[src/sv/sapq_pkg.sv]
// ----------------------------------------------------------------------------
// sapq_pkg
// Shared types and constants for the sorted array priority queue: payload
// structs, operation and status codes, controller/datapath command and status.
// ----------------------------------------------------------------------------
package sapq_pkg;

    localparam int WIDTH  = 32;
    localparam int DEPTH  = 16;
    localparam int CNT_W  = $clog2(DEPTH + 1);
    localparam int ADDR_W = $clog2(DEPTH);

    // Operation codes carried in the mode field (code 3 acts as a peek)
    localparam logic [1:0] MODE_PUSH = 2'd0;
    localparam logic [1:0] MODE_POP  = 2'd1;
    localparam logic [1:0] MODE_PEEK = 2'd2;

    // Result status codes
    localparam logic [1:0] STATUS_DONE  = 2'd0;
    localparam logic [1:0] STATUS_FULL  = 2'd1;
    localparam logic [1:0] STATUS_EMPTY = 2'd2;

    typedef struct packed {
        logic [1:0]              mode;
        logic signed [WIDTH-1:0] value;
    } in_item_t;

    typedef struct packed {
        logic signed [WIDTH-1:0] head_value;
        logic                    head_valid;
        logic [CNT_W-1:0]        count;
        logic [1:0]              status;
    } out_item_t;

    // Commands from the controller to the datapath
    typedef struct packed {
        logic       load_any;     // capture status code for this beat
        logic [1:0] status_code;
        logic       load_push;    // capture value, index starts at count
        logic       load_pop;     // index starts at one
        logic       rd_en;        // issue a store read (address picked by rd_pop)
        logic       rd_pop;       // read at next index (else next index - 1)
        logic       push_shift;   // move store[idx-1] up to store[idx]
        logic       push_place;   // write value at store[idx], count up
        logic       pop_move;     // move store[idx] down to store[idx-1]
        logic       pop_end;      // count down
        logic       out_load;     // load the result register
    } dp_cmd_t;

    // Status from the datapath to the controller
    typedef struct packed {
        logic empty;     // count is zero
        logic one;       // count is one
        logic full;      // count is DEPTH
        logic idx_one;   // index is one
        logic greater;   // read entry is greater than the pushed value
        logic pop_more;  // another entry remains to move down
    } dp_stat_t;

endpackage

[src/sv/sapq_ram.sv]
// ----------------------------------------------------------------------------
// sapq_ram
// Generic single-write, single-read RAM with registered read data.
// ----------------------------------------------------------------------------
module sapq_ram #(
    parameter int WIDTH = 32,
    parameter int DEPTH = 16
) (
    input  logic                     clk,
    input  logic                     wr_en,
    input  logic [$clog2(DEPTH)-1:0] wr_addr,
    input  logic [WIDTH-1:0]         wr_data,
    input  logic                     rd_en,
    input  logic [$clog2(DEPTH)-1:0] rd_addr,
    output logic [WIDTH-1:0]         rd_data
);

    logic [WIDTH-1:0] mem [DEPTH];

    // Write port
    always_ff @(posedge clk)
    begin
        if (wr_en)
        begin
            mem[wr_addr] <= wr_data;
        end
    end

    // Registered read port
    always_ff @(posedge clk)
    begin
        if (rd_en)
        begin
            rd_data <= mem[rd_addr];
        end
    end

endmodule

[src/sv/sapq_datapath.sv]
// ----------------------------------------------------------------------------
// sapq_datapath
// Sorted store, fill count, head copy, walking index and result register.
// Performs one compare-and-move step per cycle under controller command.
// ----------------------------------------------------------------------------
module sapq_datapath
    import sapq_pkg::*;
(
    input  logic      clk,
    input  logic      rst_n,
    input  in_item_t  in_data,
    input  dp_cmd_t   cmd,
    output dp_stat_t  stat,
    output out_item_t out_data
);

    logic signed [WIDTH-1:0] value_reg;
    logic signed [WIDTH-1:0] head_reg;
    logic [CNT_W-1:0]        idx_reg;
    logic [CNT_W-1:0]        idx_next;
    logic [CNT_W-1:0]        count_reg;
    logic [1:0]              status_reg;
    out_item_t               out_reg;

    logic [CNT_W-1:0]        rd_idx;
    logic [ADDR_W-1:0]       rd_addr;
    logic [CNT_W-1:0]        wr_idx;
    logic [ADDR_W-1:0]       wr_addr;
    logic                    wr_en;
    logic [WIDTH-1:0]        wr_data;
    logic [WIDTH-1:0]        rd_data;

    // Walk the index: push walks down from count, pop walks up from one
    always_comb
    begin
        idx_next = idx_reg;
        priority if (cmd.load_push)
        begin
            idx_next = count_reg;
        end
        else if (cmd.load_pop)
        begin
            idx_next = CNT_W'(1);
        end
        else if (cmd.push_shift)
        begin
            idx_next = idx_reg - CNT_W'(1);
        end
        else if (cmd.pop_move)
        begin
            idx_next = idx_reg + CNT_W'(1);
        end
    end

    // Read ahead at the entry the next step will need
    assign rd_idx  = cmd.rd_pop ? idx_next : (idx_next - CNT_W'(1));
    assign rd_addr = rd_idx[ADDR_W-1:0];

    // Write: shift up, place the new value, or shift down
    assign wr_en   = cmd.push_shift | cmd.push_place | cmd.pop_move;
    assign wr_idx  = cmd.pop_move ? (idx_reg - CNT_W'(1)) : idx_reg;
    assign wr_addr = wr_idx[ADDR_W-1:0];
    assign wr_data = cmd.push_place ? value_reg : rd_data;

    sapq_ram #(
        .WIDTH(WIDTH),
        .DEPTH(DEPTH)
    ) u_store (
        .clk     (clk),
        .wr_en   (wr_en),
        .wr_addr (wr_addr),
        .wr_data (wr_data),
        .rd_en   (cmd.rd_en),
        .rd_addr (rd_addr),
        .rd_data (rd_data)
    );

    // Control state: fill count
    always_ff @(posedge clk or negedge rst_n)
    begin
        if (!rst_n)
        begin
            count_reg <= '0;
        end
        else if (cmd.push_place)
        begin
            count_reg <= count_reg + CNT_W'(1);
        end
        else if (cmd.pop_end)
        begin
            count_reg <= count_reg - CNT_W'(1);
        end
    end

    // Payload registers
    always_ff @(posedge clk)
    begin
        idx_reg <= idx_next;
        if (cmd.load_push)
        begin
            value_reg <= in_data.value;
        end
        if (cmd.load_any)
        begin
            status_reg <= cmd.status_code;
        end
        // Keep a copy of entry zero
        if (cmd.push_place && (idx_reg == '0))
        begin
            head_reg <= value_reg;
        end
        else if (cmd.pop_move && (idx_reg == CNT_W'(1)))
        begin
            head_reg <= rd_data;
        end
        if (cmd.out_load)
        begin
            out_reg.head_value <= (count_reg != '0) ? head_reg : '0;
            out_reg.head_valid <= (count_reg != '0);
            out_reg.count      <= count_reg;
            out_reg.status     <= status_reg;
        end
    end

    // Status toward the controller
    assign stat.empty    = (count_reg == '0);
    assign stat.one      = (count_reg == CNT_W'(1));
    assign stat.full     = (count_reg == CNT_W'(DEPTH));
    assign stat.idx_one  = (idx_reg == CNT_W'(1));
    assign stat.greater  = ($signed(rd_data) > value_reg);
    assign stat.pop_more = ((idx_reg + CNT_W'(1)) < count_reg);

    assign out_data = out_reg;

endmodule

[src/sv/sapq_ctrl.sv]
// ----------------------------------------------------------------------------
// sapq_ctrl
// Controller state machine: decodes each input beat, sequences the insert
// and remove walks over the store, and owns the output valid.
// ----------------------------------------------------------------------------
module sapq_ctrl
    import sapq_pkg::*;
(
    input  logic       clk,
    input  logic       rst_n,
    input  logic       in_valid,
    input  logic [1:0] in_mode,
    input  logic       out_ready,
    input  dp_stat_t   stat,
    output logic       in_ready,
    output logic       out_valid,
    output dp_cmd_t    cmd
);

    typedef enum logic [4:0] {
        S_IDLE       = 5'b00001,
        S_PUSH_CMP   = 5'b00010,
        S_PUSH_PLACE = 5'b00100,
        S_POP_MOV    = 5'b01000,
        S_FINISH     = 5'b10000
    } state_t;

    state_t state_reg;
    state_t state_next;
    logic   out_valid_reg;
    logic   out_valid_next;

    always_comb
    begin
        state_next     = state_reg;
        out_valid_next = out_valid_reg;
        cmd            = '0;

        // Drop valid once the result beat is taken
        if (out_valid_reg && out_ready)
        begin
            out_valid_next = 1'b0;
        end

        unique case (state_reg)
            S_IDLE:
            begin
                if (in_valid)
                begin
                    cmd.load_any    = 1'b1;
                    cmd.status_code = STATUS_DONE;
                    state_next      = S_FINISH;
                    if (in_mode == MODE_PUSH)
                    begin
                        if (stat.full)
                        begin
                            cmd.status_code = STATUS_FULL;
                        end
                        else
                        begin
                            cmd.load_push = 1'b1;
                            if (stat.empty)
                            begin
                                state_next = S_PUSH_PLACE;
                            end
                            else
                            begin
                                cmd.rd_en  = 1'b1;
                                state_next = S_PUSH_CMP;
                            end
                        end
                    end
                    else if (in_mode == MODE_POP)
                    begin
                        if (stat.empty)
                        begin
                            cmd.status_code = STATUS_EMPTY;
                        end
                        else if (stat.one)
                        begin
                            cmd.pop_end = 1'b1;
                        end
                        else
                        begin
                            cmd.load_pop = 1'b1;
                            cmd.rd_en    = 1'b1;
                            cmd.rd_pop   = 1'b1;
                            state_next   = S_POP_MOV;
                        end
                    end
                end
            end

            // Move larger entries up one place until the slot is found
            S_PUSH_CMP:
            begin
                if (stat.greater)
                begin
                    cmd.push_shift = 1'b1;
                    if (stat.idx_one)
                    begin
                        state_next = S_PUSH_PLACE;
                    end
                    else
                    begin
                        cmd.rd_en = 1'b1;
                    end
                end
                else
                begin
                    cmd.push_place = 1'b1;
                    state_next     = S_FINISH;
                end
            end

            S_PUSH_PLACE:
            begin
                cmd.push_place = 1'b1;
                state_next     = S_FINISH;
            end

            // Move each entry down one place
            S_POP_MOV:
            begin
                cmd.pop_move = 1'b1;
                if (stat.pop_more)
                begin
                    cmd.rd_en  = 1'b1;
                    cmd.rd_pop = 1'b1;
                end
                else
                begin
                    cmd.pop_end = 1'b1;
                    state_next  = S_FINISH;
                end
            end

            // Hold until the result register is free
            S_FINISH:
            begin
                if (!out_valid_reg || out_ready)
                begin
                    cmd.out_load   = 1'b1;
                    out_valid_next = 1'b1;
                    state_next     = S_IDLE;
                end
            end

            default:
            begin
                state_next = S_IDLE;
            end
        endcase
    end

    always_ff @(posedge clk or negedge rst_n)
    begin
        if (!rst_n)
        begin
            state_reg     <= S_IDLE;
            out_valid_reg <= 1'b0;
        end
        else
        begin
            state_reg     <= state_next;
            out_valid_reg <= out_valid_next;
        end
    end

    assign in_ready  = (state_reg == S_IDLE);
    assign out_valid = out_valid_reg;

endmodule

[src/sv/sorted_array_priority_queue_core.sv]
// ----------------------------------------------------------------------------
// sorted_array_priority_queue_core
// Minimum-first priority queue over a sorted store of DEPTH signed entries.
//
//   channel  direction  handshake            payload
//   in       input      in_valid/in_ready    in_item_t  (mode, value)
//   out      output     out_valid/out_ready  out_item_t (head, count, status)
//
// A peek or a refused operation goes from idle straight to the finish state;
// a push moves each larger entry up one place, then writes the new value; a
// pop moves entries down. The walk does one read and one move per cycle.
// Reset clears the fill count, the state machine and the output valid; the
// store needs no clearing. A stalled output holds the finished result and
// the next beat is taken while it waits.
// ----------------------------------------------------------------------------
module sorted_array_priority_queue_core
    import sapq_pkg::*;
(
    input  logic      clk,
    input  logic      rst_n,
    input  logic      in_valid,
    output logic      in_ready,
    input  in_item_t  in_data,
    output logic      out_valid,
    input  logic      out_ready,
    output out_item_t out_data
);

    dp_cmd_t  cmd;
    dp_stat_t stat;

    sapq_ctrl u_ctrl (
        .clk       (clk),
        .rst_n     (rst_n),
        .in_valid  (in_valid),
        .in_mode   (in_data.mode),
        .out_ready (out_ready),
        .stat      (stat),
        .in_ready  (in_ready),
        .out_valid (out_valid),
        .cmd       (cmd)
    );

    sapq_datapath u_dp (
        .clk      (clk),
        .rst_n    (rst_n),
        .in_data  (in_data),
        .cmd      (cmd),
        .stat     (stat),
        .out_data (out_data)
    );

`ifndef SYNTHESIS
    // Fill count never runs past capacity
    a_count_range : assert property (@(posedge clk) disable iff (!rst_n)
        out_valid |-> (out_data.count <= CNT_W'(DEPTH)))
        else $error("count exceeds capacity");

    // Head flag agrees with the count
    a_head_valid : assert property (@(posedge clk) disable iff (!rst_n)
        out_valid |-> (out_data.head_valid == (out_data.count != '0)))
        else $error("head_valid disagrees with count");

    // A dropped push only happens when full
    a_full_status : assert property (@(posedge clk) disable iff (!rst_n)
        (out_valid && (out_data.status == STATUS_FULL))
            |-> (out_data.count == CNT_W'(DEPTH)))
        else $error("push dropped while not full");

    // An ignored pop only happens when empty
    a_empty_status : assert property (@(posedge clk) disable iff (!rst_n)
        (out_valid && (out_data.status == STATUS_EMPTY))
            |-> (out_data.count == '0))
        else $error("pop ignored while not empty");
`endif

endmodule
[config.mk]
export PLATFORM = sky130hd
export DESIGN_NAME = sorted_array_priority_queue_core
export DESIGN_NICKNAME = d
export VERILOG_FILES = /design/src/sv/sapq_pkg.sv /design/src/sv/sapq_ram.sv /design/src/sv/sapq_datapath.sv /design/src/sv/sapq_ctrl.sv /design/src/sv/sorted_array_priority_queue_core.sv
export SDC_FILE = /design/constraint.sdc
export NUM_CORES = 1
export LEC_CHECK = 0
export BUFFER_PORTS_ARGS = -buffer_cell sky130_fd_sc_hd__buf_2
export CORE_MARGIN = 2
export CORE_UTILIZATION = 50
export CTS_CLUSTER_DIAMETER = 120
export DETAILED_ROUTE_END_ITERATION = 8
export HOLD_SLACK_MARGIN = 0.1
export PLACE_DENSITY = 0.68
export SLEW_MARGIN = 20
export SYNTH_ARGS = -nofsm -noshare
export SYNTH_HDL_FRONTEND = slang
export SYNTH_SLANG_ARGS = --single-unit
[constraint.sdc]
create_clock -name clk -period 4.42 [get_ports clk]
set_clock_uncertainty 0.05 [all_clocks]
set_input_delay 0.442 -clock clk [delete_from_list [all_inputs] [get_ports clk]]
set_output_delay 0.442 -clock clk [all_outputs]
set_load 0.02 [all_outputs]
==> results.md, run 1 <==
- Nets@finish: 1858
- Max_cap viols: 0
- Drt first pass iters: 5
- Placer Congestion: 0.813
- Largest area contributor in the synthesized netlist: edfxtp_1
- Max clock buf depth: 3
- Biggest regs: u_dp.u_store.mem x512, u_dp.out_data x40
- Via count: 15100
- Layout cells sized above 1: 36.5%
- Setup ws final: -0.0909 ns
- Post-synthesis adder-cell area fraction: 1.99%
- Area grow syn2layout: 22.6%
- Largest Register: u_dp.u_store.mem
- Commonest cells post-synth: edfxtp_1, mux2_2, a22oi_1
- Die height: 237 um
- Dpl ws: -0.0926 ns
- Worst-margin pin slew: 0.996 ns
- VDD IR max: 0.477 mV
- Die area: 0.0559 mm^2
- Clk Latency, worst-skew pair: 0.62 ns
- Area share of the largest cell type after synthesis: 72.3%
- WL/cell: 26.3 um
- Post-synth ARST share: 1.65%
- Failing checks: negative setup slack
- H-tree Lvls: 3
- PortBufs: 79
- Seq/Total Area, Yosys: 73.6%
- Vias per cell: 5.96
- Crit path DAT: 4.79 ns
- GRT busiest layer: met2
- Power Dens Cells: 744 mW/mm^2
- Min Clock Period, post-route: 4.51 ns
- Met2 Use GR: 38.9%
- Root Driver: clkbuf_16
- Remaining global-route overflow: 0
- Number of global-route vias before repair: 15000
- Cts bufs inserted: 68
- Number of flip-flops under the largest register name: 512
- Reg clk slew, reported paths: 0.06 ns
- DR iter-0 viols: 1596
- Fin. Hold Viols: 0
- # clock sinks: 666
- Synth warn: 0
- Worst setup EP type: flip-flop
- Main combinational cell family by area after synthesis: multiplexers
- Hold crit path type: input pin to flip-flop
- Worst endpoint required time: 4.70 ns
- Synth Cell Area: 0.0270 mm^2
- Peak Freq: 0.222 GHz
- Core Footprint: 0.0536 mm^2
- Lkg Pwr: 11.4 nW
- Rel. slew slack: 33.3%
- CTS tree: built
- TNS Setup: -0.679 ns
- Compound-Gate Fraction of Synth Area: 5.21%
- First-pass GRT wire length: 95200 um
- Average size of a mapped cell: 17.8 um^2
- Status: finished with violations
- Endpoints failing setup: 17
- Initial antenna violation count: 1
- CP max FO: 8
- Initial Util: 50.4%
- DRC: 0
- Row count: 85
- Register bit total from synthesis: 666
- Count of final max-slew check failures: 0
- I/O pin cnt: 80
- Mux share of post-synthesis cell area: 12.2%
- Synth top area cells: edfxtp_1, mux2_2, mux4_2, a22oi_1, ha_1
- Met3 usage: 4.17%
- Cell count after synthesis: 1517
- Drt total wl: 66500 um
- Die W: 237 um
- Post-Synth XOR/XNOR Area: 0.486%
- Distinct cells, synth: 69
- Main synth FF type: edfxtp_1
- RSZ-0062 raised after global routing: true
- Type of element launching the critical path: flip-flop
- Count leader, synth: edfxtp_1
- Largest net degree at the start of global routing: 39
- Grt met1 use: 31.3%
- Post-synthesis simple-gate area fraction: 4.62%
- DPL Wire Length: 38400 um
- Kind of critical path: flip-flop to flip-flop
- GRT Resource Usage Total: 23.2%
- Synth Net Count: 1598
- Tcrit/Tclk final: 102%
- Number of flops mapped to enable cells by yosys: 651
- Post-route ant nets: 0
## cell families after synthesis
kind of cell | Yosys count
compound gates | 204
xor+xnor | 15
fa+ha+maj | 43
buf+inv | 116
flops | 666
mux | 229
simple gates | 244
## cells in the final DEF (no fill, tap or decap), types with 10 or more instances in the layout
master	synthesis	final
a21oi_1	21	21
a22oi_1	97	19
a22oi_2	0	78
and2_1	34	33
buf_12	0	35
buf_2	32	79
buf_4	3	85
clkbuf_1	32	18
clkbuf_16	0	81
clkinv_1	0	16
dfrtp_1	10	10
dlygate4sd3_1	0	33
edfxtp_1	651	651
ha_1	43	41
inv_1	45	43
mux2_2	155	130
mux2_4	1	29
mux4_2	64	64
nand2_1	61	59
nand3_1	50	48
nor2_1	41	22
nor2_4	1	20
nor3_1	15	15
o21ai_0	45	43
xnor2_1	11	11
## power breakdown
group / switching, mW / internal (mW) / total (mW)
Sequential: 0.238 / 8.09 / 8.32
Combinational: 5.36 / 5.44 / 10.8
Clock: 2.38 / 3.16 / 5.55
Total: 7.98 / 16.7 / 24.7
## worst paths after layout
path | end | start | slack [ns] | depth (start not counted)
worst max register to register | u_dp.u_store.rd_data[7]$_DFFE_PP_ | u_dp.u_store.rd_data[21]$_DFFE_PP_ | -0.09 | 16
min in group asynchronous | u_ctrl.out_valid$_DFF_PN0_ | rst_n | 0.20 | 2
worst min register to register | u_dp.out_data[1]$_DFFE_PP_ | u_dp.status_reg[1]$_SDFFCE_PN0P_ | 0.37 | 0
max in group asynchronous | u_ctrl.state_reg[0]$_DFFE_PN1P_ | rst_n | 3.85 | 2
worst max-delay path | u_dp.u_store.rd_data[7]$_DFFE_PP_ | u_dp.u_store.rd_data[21]$_DFFE_PP_ | -0.09 | 16
worst min-delay path | u_ctrl.out_valid$_DFF_PN0_ | out_ready | 0.14 | 3
## through the flow
stage	total power [mW]	cell area (um^2)	hold WS [ns]	util [%]	cells
detailed placement	17.1	29500	0.290	55.1	2344
floorplan	13.8	27000	0.0964	-	1517
global route	25.7	33100	0.160	61.8	2527
CTS	22.8	32100	0.114	59.8	2504
finish	24.7	33100	0.135	61.8	2529
global placement	16.9	29500	0.291	55.1	2344
## cell type report
class | count | area [um^2]
Clock inverter | 38 | 375
Antenna cell | 2 | 5.00
Fill cell | 3723 | 20500
Inverter | 45 | 169
Sequential cell | 666 | 19900
Timing Repair Buffer | 261 | 2670
Tap cell | 696 | 871
Multi-Input combinational cell | 735 | 7390
Clock buffer | 86 | 1770
## timing repair
item / in CTS / in global routing
resized for setup: 12 / 132
pin swaps: 4 / 48
gates cloned: 0 / 15
setup endpoints to repair: 30 / 32
buffers inserted: 3 / 8
hold buffers: 33 / 0
hold endpoints to repair: 43 / 0
## worst max-delay path, cell delays in order (launching register included)
cell and delay (ns):
edfxtp_1 0.44, ha_1 0.34, a21oi_1 0.14, o21ai_0 0.18, a221o_1 0.38, a211o_1 0.36
o2111a_1 0.32, nor2_4 0.20, mux2_4 0.34, nand2_2 0.11, xor2_4 0.17, buf_12 0.17
buf_12 0.17, buf_12 0.14, mux4_2 0.32, a22oi_2 0.23, nand3_2 0.13
## routing by layer
layer	wire [um]	share of wire, %
met2	33300	50
met5	0	0
met1	26500	40
met4	1670	2.5
met3	4950	7.4
Power figures use the tool's default switching activity.
==> run 2: changes to the inputs <==
--- a/config.mk
+++ b/config.mk
@@ -6,12 +6,13 @@
 export NUM_CORES = 1
 export LEC_CHECK = 0
 export BUFFER_PORTS_ARGS = -buffer_cell sky130_fd_sc_hd__buf_2
+export CAP_MARGIN = 20
 export CORE_MARGIN = 2
 export CORE_UTILIZATION = 50
 export CTS_CLUSTER_DIAMETER = 120
 export DETAILED_ROUTE_END_ITERATION = 8
 export HOLD_SLACK_MARGIN = 0.1
-export PLACE_DENSITY = 0.68
+export PLACE_DENSITY_LB_ADDON = 0.05
 export SLEW_MARGIN = 20
 export SYNTH_ARGS = -nofsm -noshare
 export SYNTH_HDL_FRONTEND = slang
==> results.md, run 2 (synthesis gave the netlist of run 1 again) <==
- Worst setup EP type: flip-flop
- Placer Congestion: 0.825 (+1.5%)
- Area of the multi-input gates: 0.00755 mm^2 (+2.2%)
- Clk Latency, worst-skew pair: 0.61 ns (about the same)
- Register Area: 0.0199 mm^2 (about the same)
- Root Driver: clkbuf_16
- Drt first pass iters: 5 (unchanged)
- Fin. Hold Viols: 0 (unchanged)
- Most common cell after layout, fill and taps aside: edfxtp_1
- Fin util: 63.2% (+1.3 points)
- TNS Setup: -0.115 ns (+0.564 ns)
- Post-route ant nets: 0 (unchanged)
- Die W: 237 um (unchanged)
- Power Dens Cells: 753 mW/mm^2 (+1.2%)
- Initial Util: 50.4% (unchanged)
- Kind of critical path: flip-flop to flip-flop
- Crit-path leading delay family: compound AO/OA/AOI/OAI gates
- Crit path DAT: 4.73 ns (-0.06 ns)
- Nets@finish: 1910 (+2.8%)
- Cts bufs inserted: 71 (+4.4%)
- Drt total wl: 69500 um (+4.6%)
- DPL Wire Length: 39500 um (+3.0%)
- N_diodes: 0 (-2)
- PortBufs: 79 (unchanged)
- Worst Path Buf+Inv: 6 (+3)
- Max clock buf depth: 3 (unchanged)
- Core Footprint: 0.0536 mm^2 (unchanged)
- # clock sinks: 666 (unchanged)
- DR iter-0 viols: 1447 (-9.3%)
- Remaining global-route overflow: 0 (unchanged)
- Via count: 15100 (+0.11%)
- Highest-delay cell along the critical path: edfxtp_1
- Rel. slew slack: 34.0% (+0.73 points)
- Commonest non-fill, non-tap cells in the layout: edfxtp_1, mux2_2, buf_4
- Biggest regs: u_dp.u_store.mem x512, u_dp.out_data x40
- CTS tree: built
- DRC: 0 (unchanged)
- Failing checks: negative setup slack
- Hold crit path type: input pin to flip-flop
- Largest Register: u_dp.u_store.mem
- I/O pin cnt: 80 (unchanged)
- Peak Freq: 0.224 GHz (+1.2%)
- Setup ws final: -0.0362 ns (+0.0547 ns)
- RSZ-0062 raised after global routing: true
- Endpoints failing setup: 7 (-10)
- Count of final max-slew check failures: 0 (unchanged)
- Number of global-route vias before repair: 15000 (-0.55%)
- Worst-margin pin slew: 0.987 ns (-0.00864 ns)
- Critical path, cell by cell: inv_2 > ha_4 > nand4_1 > nor3_4 > a21boi_2 > o41a_1 > buf_4 > o2111a_2 > nor2_4 > mux2_4 > nand2_2 > xor2_4 > buf_6 > buf_12 > buf_12 > buf_12 > mux2_2 > a22oi_2 > nand3_1
- Min Clock Period, post-route: 4.46 ns (-0.0547 ns)
- Area grow syn2layout: 25.2%
- Initial antenna violation count: 1 (unchanged)
- VDD IR max: 0.446 mV (-6.5%)
- CP max FO: 6 (-2)
- Max_cap viols: 0 (unchanged)
- Type of element launching the critical path: flip-flop
- Largest net degree at the start of global routing: 35 (-10%)
- Layout cells sized above 1: 39.1% (+2.5 points)
- Fill count: 3841 (+3.2%)
- WL/cell: 27.0 um (+2.7%)
- First-pass GRT wire length: 99400 um (+4.4%)
- Reg clk slew, reported paths: 0.06 ns (about the same)
- Die height: 237 um (unchanged)
- H-tree Lvls: 3 (unchanged)
- Row count: 85 (unchanged)
- Tcrit/Tclk final: 101% (-1.2 points)
- CP max stage delay: 0.48 ns (+0.04 ns)
- Worst endpoint required time: 4.70 ns (about the same)
- Crit-path most repeated cell: buf_12
- Vias per cell: 5.86 (-1.8%)
- GRT Resource Usage Total: 24.7% (+1.4 points)
- Lkg Pwr: 11.8 nW (+3.2%)
- Status: finished with violations
- Die area: 0.0559 mm^2 (unchanged)
- Number of flip-flops under the largest register name: 512 (unchanged)
==> run 2: path summary, 6_finish.rpt <==
kind                            slack (ns)                              from  cells past startpoint                                  to
max in group asynchronous             3.83                             rst_n                      2     u_ctrl.state_reg[0]$_DFFE_PN1P_
worst max-delay path                 -0.04       u_dp.value_reg[8]$_DFFE_PP_                     19  u_dp.u_store.rd_data[15]$_DFFE_PP_
worst min register to register        0.37  u_dp.status_reg[1]$_SDFFCE_PN0P_                      0          u_dp.out_data[1]$_DFFE_PP_
min in group asynchronous             0.21                             rst_n                      2     u_ctrl.state_reg[1]$_DFFE_PN0P_
worst min-delay path                  0.17                       in_data[33]                      2    u_dp.status_reg[0]$_SDFFCE_PN0P_
worst max register to register       -0.04       u_dp.value_reg[8]$_DFFE_PP_                     19  u_dp.u_store.rd_data[15]$_DFFE_PP_
==> run 2: stage by stage <==
step                      worst slack (ns)  instances  power [mW]  hold slack [ns]  area, um^2
after detailed placement            -0.163       2370        17.2            0.288       29800
after global routing                -0.193       2577        26.6            0.155       33900
final                              -0.0362       2577        25.5            0.169       33900
after floorplan                      0.205       1517        13.8           0.0964       27000
after CTS                          -0.0522       2554        24.2            0.130       33000
after global placement              -0.167       2370        17.2            0.286       29800
==> run 2: power breakdown <==
part	total [mW]	switching, mW	internal, mW
clock	5.62	2.35	3.27
sequential	8.34	0.249	8.09
combinational	11.5	5.59	5.95
total	25.5	8.19	17.3
==> run 2: routing by layer <==
layer,up-vias,GRT usage (%),routed length [um]
met5,-,0,0
li1,6672,-,-
met1,7786,34.6,30400
met3,128,4.63,4040
met4,0,7.13,1850
met2,508,39.7,33300
==> run 2: timing repair <==
item                                   CTS  global route
setup endpoints to repair               32            32
gates cloned                             9             8
endpoints found under the hold margin   43             0
buffers inserted                        18            18
pin swaps                               26            76
hold buffers                            33             0
resized for setup                       79           121
==> run 2: layout make-up <==
| class | instances | share of cell area [%] |
|---|---|---|
| Multi-Input combinational cell | 735 | 22.3 |
| Inverter | 45 | 0.499 |
| Timing Repair Buffer | 310 | 9.42 |
| Clock buffer | 96 | 5.78 |
| Sequential cell | 666 | 58.8 |
| Clock inverter | 29 | 0.628 |
| Tap cell | 696 | 2.57 |
==> run 3: changes to the inputs <==
--- a/config.mk
+++ b/config.mk
@@ -5,14 +5,14 @@
 export SDC_FILE = /design/constraint.sdc
 export NUM_CORES = 1
 export LEC_CHECK = 0
-export BUFFER_PORTS_ARGS = -buffer_cell sky130_fd_sc_hd__buf_2
+export BUFFER_PORTS_ARGS = -buffer_cell sky130_fd_sc_hd__clkbuf_2
 export CAP_MARGIN = 20
 export CORE_MARGIN = 2
 export CORE_UTILIZATION = 50
 export CTS_CLUSTER_DIAMETER = 120
 export DETAILED_ROUTE_END_ITERATION = 8
 export HOLD_SLACK_MARGIN = 0.1
-export PLACE_DENSITY_LB_ADDON = 0.05
+export PLACE_DENSITY = 0.69
 export SLEW_MARGIN = 20
 export SYNTH_ARGS = -nofsm -noshare
 export SYNTH_HDL_FRONTEND = slang
==> results.md, run 3 (synthesis gave the netlist of run 1 again) <==
- Die area: 0.0559 mm^2 (unchanged)
- DRC: 0 (unchanged)
- Tot Pwr: 24.8 mW (-2.8%)
- Fill count: 3702 (-3.6%)
- Post-Layout Inst Area: 0.0333 mm^2 (-1.7%)
- Placer Congestion: 0.842 (+2.0%)
- Vias per cell: 6.05 (+3.2%)
- Hold crit path type: input pin to flip-flop
- I/O pin cnt: 80 (unchanged)
- Initial antenna violation count: 0 (-1)
- Initial Util: 50.4% (unchanged)
- DR iter-0 viols: 1708 (+18%)
- Count of final max-slew check failures: 0 (unchanged)
- Worst setup EP type: flip-flop
- Setup ws final: -0.0756 ns (-0.0394 ns)
- Most common cell after layout, fill and taps aside: edfxtp_1
- Number of global-route vias before repair: 15100 (+1.3%)
- N_diodes: 0 (unchanged)
- Min Clock Period, post-route: 4.50 ns (+0.0394 ns)
- Drt first pass iters: 5 (unchanged)
- Kind of critical path: flip-flop to flip-flop
- Worst endpoint required time: 4.69 ns (about the same)
- Peak Freq: 0.222 GHz (-0.88%)
- Reg clk slew, reported paths: 0.06 ns (about the same)
- Number of flip-flops under the largest register name: 512 (unchanged)
- Post-route ant nets: 0 (unchanged)
- Cts bufs inserted: 69 (-2.8%)
- Clk Latency, worst-skew pair: 0.61 ns (about the same)
- Core Footprint: 0.0536 mm^2 (unchanged)
- Tcrit/Tclk final: 102% (+0.89 points)
- # clock sinks: 666 (unchanged)
- Type of element launching the critical path: flip-flop
- Via count: 15300 (+1.3%)
- Status: finished with violations
- Area grow syn2layout: 23.1%
- Largest Register: u_dp.u_store.mem
- CTS tree: built
- Pint: 16.7 mW (-3.4%)
- Seq pwr share: 33.7% (+1.0 points)
- Sw Share: 32.5% (+0.37 points)
- Biggest regs: u_dp.u_store.mem x512, u_dp.out_data x40
- Lkg Pwr: 11.5 nW (-2.5%)
- DPL Wire Length: 38900 um (-1.6%)
- Root Driver: clkbuf_16
- Die W: 237 um (unchanged)
- Drt total wl: 66800 um (-4.0%)
- WL/cell: 26.4 um (-2.1%)
- CP max FO: 7 (+1)
- Clock Power Share: 21.9% (about the same)
- Commonest non-fill, non-tap cells in the layout: edfxtp_1, mux2_2, buf_4
- H-tree Lvls: 3 (unchanged)
- Failing checks: negative setup slack
- Max_cap viols: 0 (unchanged)
- PortBufs: 79 (unchanged)
- Die height: 237 um (unchanged)
- RSZ-0062 raised after global routing: true
- Placed Area: 0.0296 mm^2 (-0.46%)
- TNS Setup: -0.404 ns (-0.289 ns)
- Fin util: 62.1% (-1.1 points)
- Remaining global-route overflow: 0 (unchanged)
- Rel. slew slack: 32.4% (-1.6 points)
- Crit path DAT: 4.77 ns (+0.04 ns)
- Largest net degree at the start of global routing: 35 (unchanged)
- Layout cells sized above 1: 37.0% (-2.0 points)
- Power Dens Cells: 745 mW/mm^2 (-1.1%)
- Worst-margin pin slew: 1.01 ns (+0.0224 ns)
- GRT Resource Usage Total: 23.5% (-1.1 points)
- P_sw: 8.05 mW (-1.7%)
- Max clock buf depth: 3 (unchanged)
- Fin. Hold Viols: 0 (unchanged)
- Row count: 85 (unchanged)
- Minimum hold slack: 0.141 ns (-0.0284 ns)
- Endpoints failing setup: 15 (+8)
- Gate power share: 44.4% (-0.9 points)
- First-pass GRT wire length: 96800 um (-2.6%)
- VDD IR max: 0.358 mV (-20%)
- Nets@finish: 1868 (-2.2%)
[run 3: power groups by stage]
stage               Sequential (mW)  Clock [mW]  Combinational, mW
floorplan                      8.41           0               5.39
global placement               8.45           0               8.46
detailed placement             8.45           0               8.66
CTS                            8.33        5.48               9.62
global route                   8.37        5.71               11.6
finish                         8.34        5.42               11.0
[run 3: path summary, 6_finish.rpt]
path,end,cells past startpoint,startpoint,slack (ns)
max reg2reg,u_dp.u_store.rd_data[14]$_DFFE_PP_,19,u_dp.value_reg[10]$_DFFE_PP_,-0.08
max in group asynchronous,u_ctrl.state_reg[0]$_DFFE_PN1P_,2,rst_n,3.81
min reg2reg,u_dp.out_data[0]$_DFFE_PP_,0,u_dp.status_reg[0]$_SDFFCE_PN0P_,0.37
min in group asynchronous,u_ctrl.state_reg[4]$_DFFE_PN0P_,2,rst_n,0.22
max,u_dp.u_store.rd_data[14]$_DFFE_PP_,19,u_dp.value_reg[10]$_DFFE_PP_,-0.08
min,u_ctrl.out_valid$_DFF_PN0_,3,out_ready,0.14
[run 3: worst max-delay path, stage by stage, from the launching register on]
cell	delay, ns
edfxtp_1	0.45
inv_2	0.09
ha_1	0.26
nand4_1	0.20
nor3_2	0.09
a21boi_2	0.17
o41a_1	0.51
buf_6	0.16
nor4b_4	0.34
nor2_4	0.09
a22o_1	0.23
nor2_1	0.10
buf_4	0.15
xor2_4	0.21
buf_8	0.18
buf_12	0.17
buf_8	0.15
mux2_4	0.31
a22oi_2	0.19
nand3_1	0.10
[run 3: area by class of cell]
| cell class | instances | area, um^2 | share of cell area (%) |
|---|---|---|---|
| clock inverter | 32 | 241 | 0.726 |
| clock buffer | 85 | 1830 | 5.50 |
| timing repair buffer | 270 | 2750 | 8.26 |
| multi-input combinational | 735 | 7510 | 22.6 |
| sequential | 666 | 19900 | 59.8 |
| inverter | 45 | 169 | 0.508 |
| tap | 696 | 871 | 2.62 |
[run 3: timing repair]
action	in CTS	in global routing
pin swaps	15	64
buffers inserted	9	7
gates resized for setup	55	132
hold buffers	33	0
cloned	4	8
hold endpoints to repair	43	0
endpoints found under the setup margin	32	32
[run 3: stage by stage]
step	setup WS, ns	cells
3_5_place_dp	-0.162	2352
5_1_grt	-0.220	2529
6_report	-0.0756	2529
4_1_cts	-0.0834	2515
2_1_floorplan	0.205	1517
3_3_place_gp	-0.120	2352
[run 3: layer usage]
metal | GRT usage, % | vias up | wire (um)
met5 | 0 | - | 0
met4 | 6.58 | 0 | 1650
met3 | 4.16 | 114 | 4900
met2 | 38.6 | 676 | 32900
met1 | 32.7 | 7907 | 27300
li1 | - | 6591 | -
